**src/rtl/rsenc_pkg.sv**
```systemverilog
package rsenc_pkg;

    localparam int SYM_W = 8;
    localparam logic [SYM_W:0] FIELD_POLY = 9'h11D;
    localparam logic [SYM_W-1:0] CODE_LEN = 8'd255;
    localparam logic [SYM_W-1:0] DEF_MSG_LEN = 8'd223;
    localparam int DEF_MAX_PARITY = 32;

    typedef struct packed {
        logic             init;
        logic             build;
        logic             absorb;
        logic             last;
        logic             unload;
        logic [SYM_W-1:0] root;
        logic [SYM_W-1:0] data;
        logic [SYM_W-1:0] top;
    } t_cell_ctl;

    function automatic logic [SYM_W-1:0] gf_mul(input logic [SYM_W-1:0] a,
                                                input logic [SYM_W-1:0] b);
        logic [SYM_W-1:0] acc;
        logic [SYM_W-1:0] aa;
        acc = '0;
        aa  = a;
        for (int i = 0; i < SYM_W; i++) begin
            if (b[i]) begin
                acc = acc ^ aa;
            end
            aa = {aa[SYM_W-2:0], 1'b0} ^ (aa[SYM_W-1] ? FIELD_POLY[SYM_W-1:0] : '0);
        end
        return acc;
    endfunction

endpackage

```
**src/rtl/rsenc_cell.sv**
```systemverilog
module rsenc_cell (
    input  logic                           i_clk,
    input  rsenc_pkg::t_cell_ctl           i_ctl,
    input  logic [rsenc_pkg::SYM_W-1:0]    i_init_g,
    input  logic [rsenc_pkg::SYM_W-1:0]    i_g_prev,
    input  logic [rsenc_pkg::SYM_W-1:0]    i_p_prev,
    input  logic [rsenc_pkg::SYM_W-1:0]    i_r_prev,
    output logic [rsenc_pkg::SYM_W-1:0]    o_g,
    output logic [rsenc_pkg::SYM_W-1:0]    o_p,
    output logic [rsenc_pkg::SYM_W-1:0]    o_r
);

    logic [rsenc_pkg::SYM_W-1:0] r_g, r_p, r_r;
    logic [rsenc_pkg::SYM_W-1:0] n_g, n_p, n_r;

    always_comb begin
        n_g = r_g;
        n_p = r_p;
        n_r = r_r;
        if (i_ctl.init) begin
            n_g = i_init_g;
            n_p = '0;
            n_r = '0;
        end else if (i_ctl.build) begin
            // multiply generator by (x + root)
            n_g = i_g_prev ^ rsenc_pkg::gf_mul(r_g, i_ctl.root);
            n_p = n_g;
            n_r = '0;
        end else if (i_ctl.absorb) begin
            n_r = r_r ^ rsenc_pkg::gf_mul(i_ctl.data, r_p);
            n_p = i_ctl.last ? r_g : (i_p_prev ^ rsenc_pkg::gf_mul(i_ctl.top, r_g));
        end else if (i_ctl.unload) begin
            n_r = i_r_prev;
        end
    end

    always_ff @(posedge i_clk) begin
        r_g <= n_g;
        r_p <= n_p;
        r_r <= n_r;
    end

    assign o_g = r_g;
    assign o_p = r_p;
    assign o_r = r_r;

endmodule

```
**config.mk**
```make
export PLATFORM = sky130hd
export DESIGN_NAME = rsenc_cell
export DESIGN_NICKNAME = d
export VERILOG_FILES = /design/src/rtl/rsenc_pkg.sv /design/src/rtl/rsenc_cell.sv
export SDC_FILE = /design/constraint.sdc
export NUM_CORES = 1
export LEC_CHECK = 0
export BUFFER_PORTS_ARGS = -buffer_cell sky130_fd_sc_hd__buf_2
export CELL_PAD_IN_SITES_DETAIL_PLACEMENT = 1
export CELL_PAD_IN_SITES_GLOBAL_PLACEMENT = 1
export CORE_AREA = 2 2 107 109
export DETAILED_ROUTE_END_ITERATION = 10
export DIE_AREA = 0 0 109 111
export PLACE_DENSITY = 0.9
export SKIP_LAST_GASP = 1
export SLEW_MARGIN = 25
export SYNTH_ARGS = -nofsm -noshare
export SYNTH_HDL_FRONTEND = slang
export SYNTH_SLANG_ARGS = --single-unit
export TNS_END_PERCENT = 10
```
**constraint.sdc**
```tcl
create_clock -name i_clk -period 4.3 [get_ports i_clk]
set_input_delay 0.43 -clock i_clk [delete_from_list [all_inputs] [get_ports i_clk]]
set_output_delay 0.43 -clock i_clk [all_outputs]
set_load 0.05 [all_outputs]
```
==> flow_metrics.env, run 1 <==
export IMPL_r2r_start="o_g[6]$_DFFE_PP_"
export IMPL_cts_setup_buffers=0
export IMPL_power_leakage_uw=0.00230
export IMPL_synth_edf_count=8
export IMPL_io_buffers=85
export IMPL_tightest_slew_ps=928
export IMPL_hp_class="in -> reg"
export IMPL_cp_slowest_cell="edfxtp_1"
export IMPL_cts_hold_buf=0
export IMPL_rows=39
export IMPL_min_delay_start="i_init_g[7]"
export IMPL_cts_buffer_depth=2
export IMPL_yosys_top_cells_area="xnor2_1 26%, nand2_1 12%, xor2_1 10%"
export IMPL_min_period_ps=2990
export IMPL_wl_um=16600
export IMPL_antennaDiodeCount=0
export IMPL_antenna_found_initial=0
export IMPL_ys_warn_count=0
export IMPL_ant_nets=0
export IMPL_fill_cells=1405
export IMPL_pin_count=86
export IMPL_skew_ps=1.65
export IMPL_die_area_um2=12100
export IMPL_crit_family="XOR/XNOR gates"
export IMPL_cp_num_buf_inv=1
export IMPL_avgViaCountPerCell=5.69
export IMPL_setup_viol=0
export IMPL_grt_pass1_vias=5037
export IMPL_synth_area_leader_cell="xnor2_1"
export IMPL_slew_headroom_pct=38.1
export IMPL_ir_drop_mv=0.592
export IMPL_required_ps=4320
export IMPL_syn_to_final_growth_pct=9.55
export IMPL_overflow=0
export IMPL_hold_viol_final=0
export IMPL_path_class="reg -> reg"
export IMPL_synth_top_area_share_pct=26.1
export IMPL_place_congestion=0.901
export IMPL_dpl_hpwl_um=12400
export IMPL_wl_per_cell_um=20.1
export IMPL_htree_levels=1
export IMPL_timing_fmax_mhz=335
export IMPL_critPathMaxStageDelay_ps=580
export IMPL_power_total_uw=5660
export IMPL_track_usage_pct=27.6
export IMPL_worstPathCellList="buf_4 > xor2_1 > xnor2_1 > mux2i_1 > mux2_2 > xnor3_1 > mux2_2"
export IMPL_clk_pin_slew_ps=70
export IMPL_cp_max_fo=13
export IMPL_syn_inst=644
export IMPL_maxCapViolCount=0
export IMPL_placed_cells=821
export IMPL_final_setup_tns_ps=0
export IMPL_nets=745
export IMPL_drtIter0Drc=360
export IMPL_power_density_nw_per_um2=1040
export IMPL_reg2reg_setup_slack_ps=1310
export IMPL_maxSlewViolCount=0
export IMPL_die_h_um=111
export IMPL_rsz0062_at_grt="no"
export IMPL_timing_rr_end="o_g[4]$_DFFE_PP_"
export IMPL_synth_cell_types=50
export IMPL_core_area_um2=11100
export IMPL_fin_ws_ps=1310
export IMPL_final_util_pct=49.1
export IMPL_synthesis_area_um2=4960
export IMPL_synth_area_per_cell_um2=7.71
export IMPL_critical_path_cell_count=7
export IMPL_cts_resized=0
export IMPL_crit_top_cell="mux2_2"
export IMPL_seq_area_frac_synth_pct=11.3
export IMPL_dp_slack_ps=1350
export IMPL_drcViolationCount=0
export IMPL_endpoint_kind="flip-flop"
export IMPL_cts_buffers=3
export IMPL_initial_core_util_pct=44.8
export IMPL_grt_start_max_net_pins=33
export IMPL_crit_path_end="o_g[4]$_DFFE_PP_"
export IMPL_firstDrtPassIters=5
export IMPL_num_vias=4696
export IMPL_cts_tree="done"
export IMPL_synth_nets=706
export IMPL_clock_sinks=24
export IMPL_fin_crit_sh_pct=69.5
export IMPL_start_kind="flip-flop"
export IMPL_crit_start="o_g[6]$_DFFE_PP_"
export IMPL_outcome="complete, no violations"
export IMPL_cp_arrival_ps=3010
export IMPL_synth_seq_cells=24
export IMPL_synth_ff_type="dfxtp_1"
export IMPL_synthArstFlopShare_pct=0
export IMPL_instances_no_fill=825
export IMPL_drive_gt1_share_pct=16.0
export IMPL_clockRootBuffer="clkbuf_16"
export IMPL_reg2reg_depth=7
export IMPL_die_w_um=109
export IMPL_clock_latency_ps=260
export IMPL_grt_pass1_wl_um=26400
## logic make-up (layout without fill, tap and decap cells)
kind of cell	Yosys count	in the layout	synth area share [%]
AO/OA/AOI/OAI	79	79	10.9
XOR/XNOR	233	233	48.7
buffers and inverters	63	101	5.50
flip-flops	24	24	11.3
multiplexers	21	21	4.46
AND/OR/NAND/NOR	224	224	19.2
## worst min-delay path by stage
stage / to / slack (ps) / cells after the start
after global placement: o_r[3]$_SDFFE_PP0P_ / 680 / 4
after global routing: o_g[7]$_DFFE_PP_ / 500 / 3
final: o_g[7]$_DFFE_PP_ / 470 / 3
after detailed placement: o_r[3]$_SDFFE_PP0P_ / 700 / 4
after CTS: o_g[4]$_DFFE_PP_ / 470 / 2
after floorplan: o_g[0]$_DFFE_PP_ / 620 / 2
## final cells by class
| class | count | area (um^2) | share of cell area [%] |
|---|---|---|---|
| multi-input cells | 557 | 4130 | 76.0 |
| flip-flops and latches | 24 | 561 | 10.3 |
| repair buffers | 90 | 463 | 8.51 |
| well taps | 143 | 179 | 3.29 |
| clock buffers | 3 | 75.1 | 1.38 |
| inverters | 7 | 26.3 | 0.483 |
| clock inverters | 1 | 3.75 | 0.0690 |
## worst reg2reg max path, delay by kind of cell, from the launching register on
| family | cells | cell delay [ps] |
|---|---|---|
| xor gates and xnor gates | 3 | 1110 |
| muxes | 3 | 770 |
| DFF | 1 | 580 |
| buffers and inverters | 1 | 280 |
## sequential cells by signal, indices dropped and copies added, names as in the netlist
| register | cells |
|---|---|
| o_p | 8 |
| o_g | 8 |
| o_r | 8 |
## Yosys cell counts, types with 8 or more instances
cell type and instances:
xor2_1 58, a211oi_1 17, clkbuf_1 26, nand2b_1 9, xnor2_1 148, nand2_1 163
nor2b_1 14, buf_1 8, buf_2 20, mux2i_1 12, xnor3_1 19, dfxtp_1 16
edfxtp_1 8, o21ai_0 16, a21oi_1 13, nor2_1 17, mux2_2 9
## stage by stage
stage | hold slack, ps | cell area [um^2]
after floorplan | 621 | 4960
after detailed placement | 705 | 5360
final | 473 | 5440
after global placement | 680 | 5360
after global routing | 496 | 5440
after CTS | 472 | 5440
## where the power goes
group          total [uW]  internal [uW]  switching [uW]
clock network         214            125            88.8
registers             706            377             328
logic                4740           2240            2500
## metal layers
layer	share of wire, %	wire (um)	GRT usage (%)	up-vias
met5	0	0	0	-
met4	3.2	524	9.74	0
met3	5.2	863	1.76	37
met2	51	8420	49.1	164
met1	41	6770	34.7	2336
li1	-	-	-	2159
## cells in the final DEF, fill, tap and decap left out, types with 2 or more instances in the layout
cell type	synthesis	layout
xnor2_1	148	148
buf_2	20	85
o22ai_1	5	5
o21a_1	2	2
xor3_1	7	7
buf_4	1	5
inv_1	7	7
clkbuf_16	0	3
o211ai_1	4	4
xor2_1	58	58
o21ai_0	16	16
a211oi_1	17	17
mux2i_1	12	12
xnor3_1	19	19
o221ai_1	5	5
dfxtp_1	16	16
a311oi_1	2	2
mux2_2	9	9
nor2_1	17	17
a21oi_1	13	13
or2_2	3	3
nand2_1	163	163
a22oi_1	4	4
nand2b_1	9	9
nand3_1	6	6
nand3b_1	2	2
nor2b_1	14	14
edfxtp_1	8	8
nor3_1	3	3
No activity file was read; power rests on OpenSTA's default activity.
==> run 2: changes to the inputs <==
Settings changed: CORE_AREA 2 2 107 109 to 2 2 116 118, DIE_AREA 0 0 109 111 to 0 0 118 120, PLACE_DENSITY 0.9 to 0.82.
Clock period 4.3 ns to 2.6 ns, I/O delays scaled along.
==> run 2 against run 1 <==
  * Worst hold slack worse by 180 ps
  * First-iteration DRC count down 14%
  * Wire length up 3.3%
  * Via count up 1.1%
  * Power up 77%
  * Final cell count up 8.2%
  * Worst setup slack worse by 1200 ps
  * Fmax up 18%
  * Largest power group unchanged
  * Flip-flop and latch count unchanged
  * Count of clock-buffer cells in the layout unchanged
  * Clock power up 110%
  * Critical endpoint is now o_p[7]$_SDFFE_PP0P_
  * Register-to-register slack worse by 1200 ps
==> flow_metrics.env, run 2 (synthesis results as in run 1) <==
export IMPL_outcome="complete, no violations"
export IMPL_dpl_hpwl_um=13200
export IMPL_clk_pin_slew_ps=70
export IMPL_mostFrequentLayoutCell="nand2_1"
export IMPL_core_area_um2=13000
export IMPL_track_usage_pct=24.0
export IMPL_clock_sinks=24
export IMPL_fin_crit_sh_pct=97.4
export IMPL_endpoint_kind="flip-flop"
export IMPL_ant_nets=0
export IMPL_whs_ps=297
export IMPL_wl_um=17100
export IMPL_layout_common_cells="163 x nand2_1, 147 x xnor2_1, 85 x buf_2"
export IMPL_antennaDiodeCount=0
export IMPL_die_area_um2=14200
export IMPL_cts_hold_buf=0
export IMPL_dp_slack_ps=84.0
export IMPL_hp_class="in -> reg"
export IMPL_antenna_found_initial=0
export IMPL_power_density_nw_per_um2=1730
export IMPL_wl_per_cell_um=19.2
export IMPL_maxSlewViolCount=0
export IMPL_grt_pass1_wl_um=27200
export IMPL_maxCapViolCount=0
export IMPL_fill_cells=1629
export IMPL_min_period_ps=2530
export IMPL_skew_ps=2.12
export IMPL_clockRootBuffer="clkbuf_16"
export IMPL_slew_headroom_pct=61.7
export IMPL_pin_count=86
export IMPL_cp_arrival_ps=2720
export IMPL_power_total_uw=10000
export IMPL_tightest_slew_ps=574
export IMPL_io_buffers=85
export IMPL_placed_cells=885
export IMPL_cts_buffers=3
export IMPL_cts_tree="done"
export IMPL_avgViaCountPerCell=5.31
export IMPL_grt_pass1_vias=5065
export IMPL_placed_area_um2=5650
export IMPL_overflow=0
export IMPL_reg2reg_setup_slack_ps=70
export IMPL_initial_core_util_pct=38.2
export IMPL_drtIter0Drc=310
export IMPL_nets=780
export IMPL_r2r_start="o_g[3]$_DFFE_PP_"
export IMPL_firstDrtPassIters=5
export IMPL_ir_drop_mv=0.664
export IMPL_setup_viol=0
export IMPL_crit_start="o_g[3]$_DFFE_PP_"
export IMPL_htree_levels=1
export IMPL_syn_to_final_growth_pct=16.6
export IMPL_cts_buffer_depth=2
export IMPL_timing_fmax_mhz=395
export IMPL_clock_latency_ps=260
export IMPL_drive_gt1_share_pct=20.4
export IMPL_required_ps=2790
export IMPL_hold_viol_final=0
export IMPL_instances_no_fill=893
export IMPL_place_congestion=0.943
export IMPL_fin_ws_ps=68.7
export IMPL_fin_area_um2=5790
export IMPL_rows=42
export IMPL_drcViolationCount=0
export IMPL_cp_max_fo=12
export IMPL_min_delay_start="i_init_g[7]"
export IMPL_num_vias=4746
export IMPL_path_class="reg -> reg"
export IMPL_start_kind="flip-flop"
export IMPL_die_w_um=118
export IMPL_rsz0062_at_grt="yes"
export IMPL_grt_start_max_net_pins=32
export IMPL_power_leakage_uw=0.00249
export IMPL_die_h_um=120
==> run 2: changes by cell type in the layout (fill, tap and decap cells not counted) <==
cell,delta
xnor2_1,-1
clkinv_1,-1
buf_4,+34
bufinv_16,+1
buf_12,+1
xnor2_2,+1
==> run 2: metrics by stage <==
step	utilization, %	TNS [ps]
4_1_cts	44.4	0
3_3_place_gp	43.6	0
6_report	44.6	0
5_1_grt	44.6	-184
2_1_floorplan	-	-27.5
3_5_place_dp	43.6	0
==> run 2: worst paths after layout <==
kind / endpoint / cells after the start
max: o_p[7]$_SDFFE_PP0P_ / 9
min: o_g[7]$_DFFE_PP_ / 3
max reg2reg: o_p[7]$_SDFFE_PP0P_ / 9
min reg2reg: o_r[3]$_SDFFE_PP0P_ / 4
==> run 2: where the power goes <==
group / internal (uW) / switching (uW) / leakage, uW / total, uW
Clock: 307 / 147 / 0.0000511 / 454
Sequential: 625 / 361 / 0.000215 / 987
Combinational: 4150 / 4440 / 0.00222 / 8580
==> run 2: area by class of cell <==
type / count / area, um^2 / share of cell area (%)
flip-flops and latches: 24 / 561 / 9.68
inverters: 7 / 26.3 / 0.454
multi-input cells: 557 / 4140 / 71.5
well taps: 176 / 220 / 3.80
clock buffers: 3 / 75.1 / 1.30
repair buffers: 125 / 738 / 12.8
clock inverters: 1 / 30.0 / 0.519
==> run 2: what timing repair did <==
item / 4_1_cts / 5_1_grt
resized for setup: 0 / 0
setup buffers: 0 / 4
setup endpoints to repair: 0 / 3
==> run 2: worst max-delay path, stage by stage, from the launching register on <==
cell,delay (ps)
edfxtp_1,450
buf_4,190
buf_4,190
nand2_1,110
xor2_1,230
xnor2_1,120
xnor2_1,330
xnor2_1,150
or3b_2,490
a31oi_1,190
==> run 2: per-layer routing <==
metal / vias to the layer above / routed length [um] / part of all wire, % / track usage (%)
li1: 2232 / - / - / -
met1: 2331 / 7130 / 42 / 29.8
met2: 145 / 8830 / 52 / 44.0
met3: 38 / 642 / 3.8 / 1.62
met4: 0 / 520 / 3.0 / 8.28
met5: - / 0 / 0 / 0
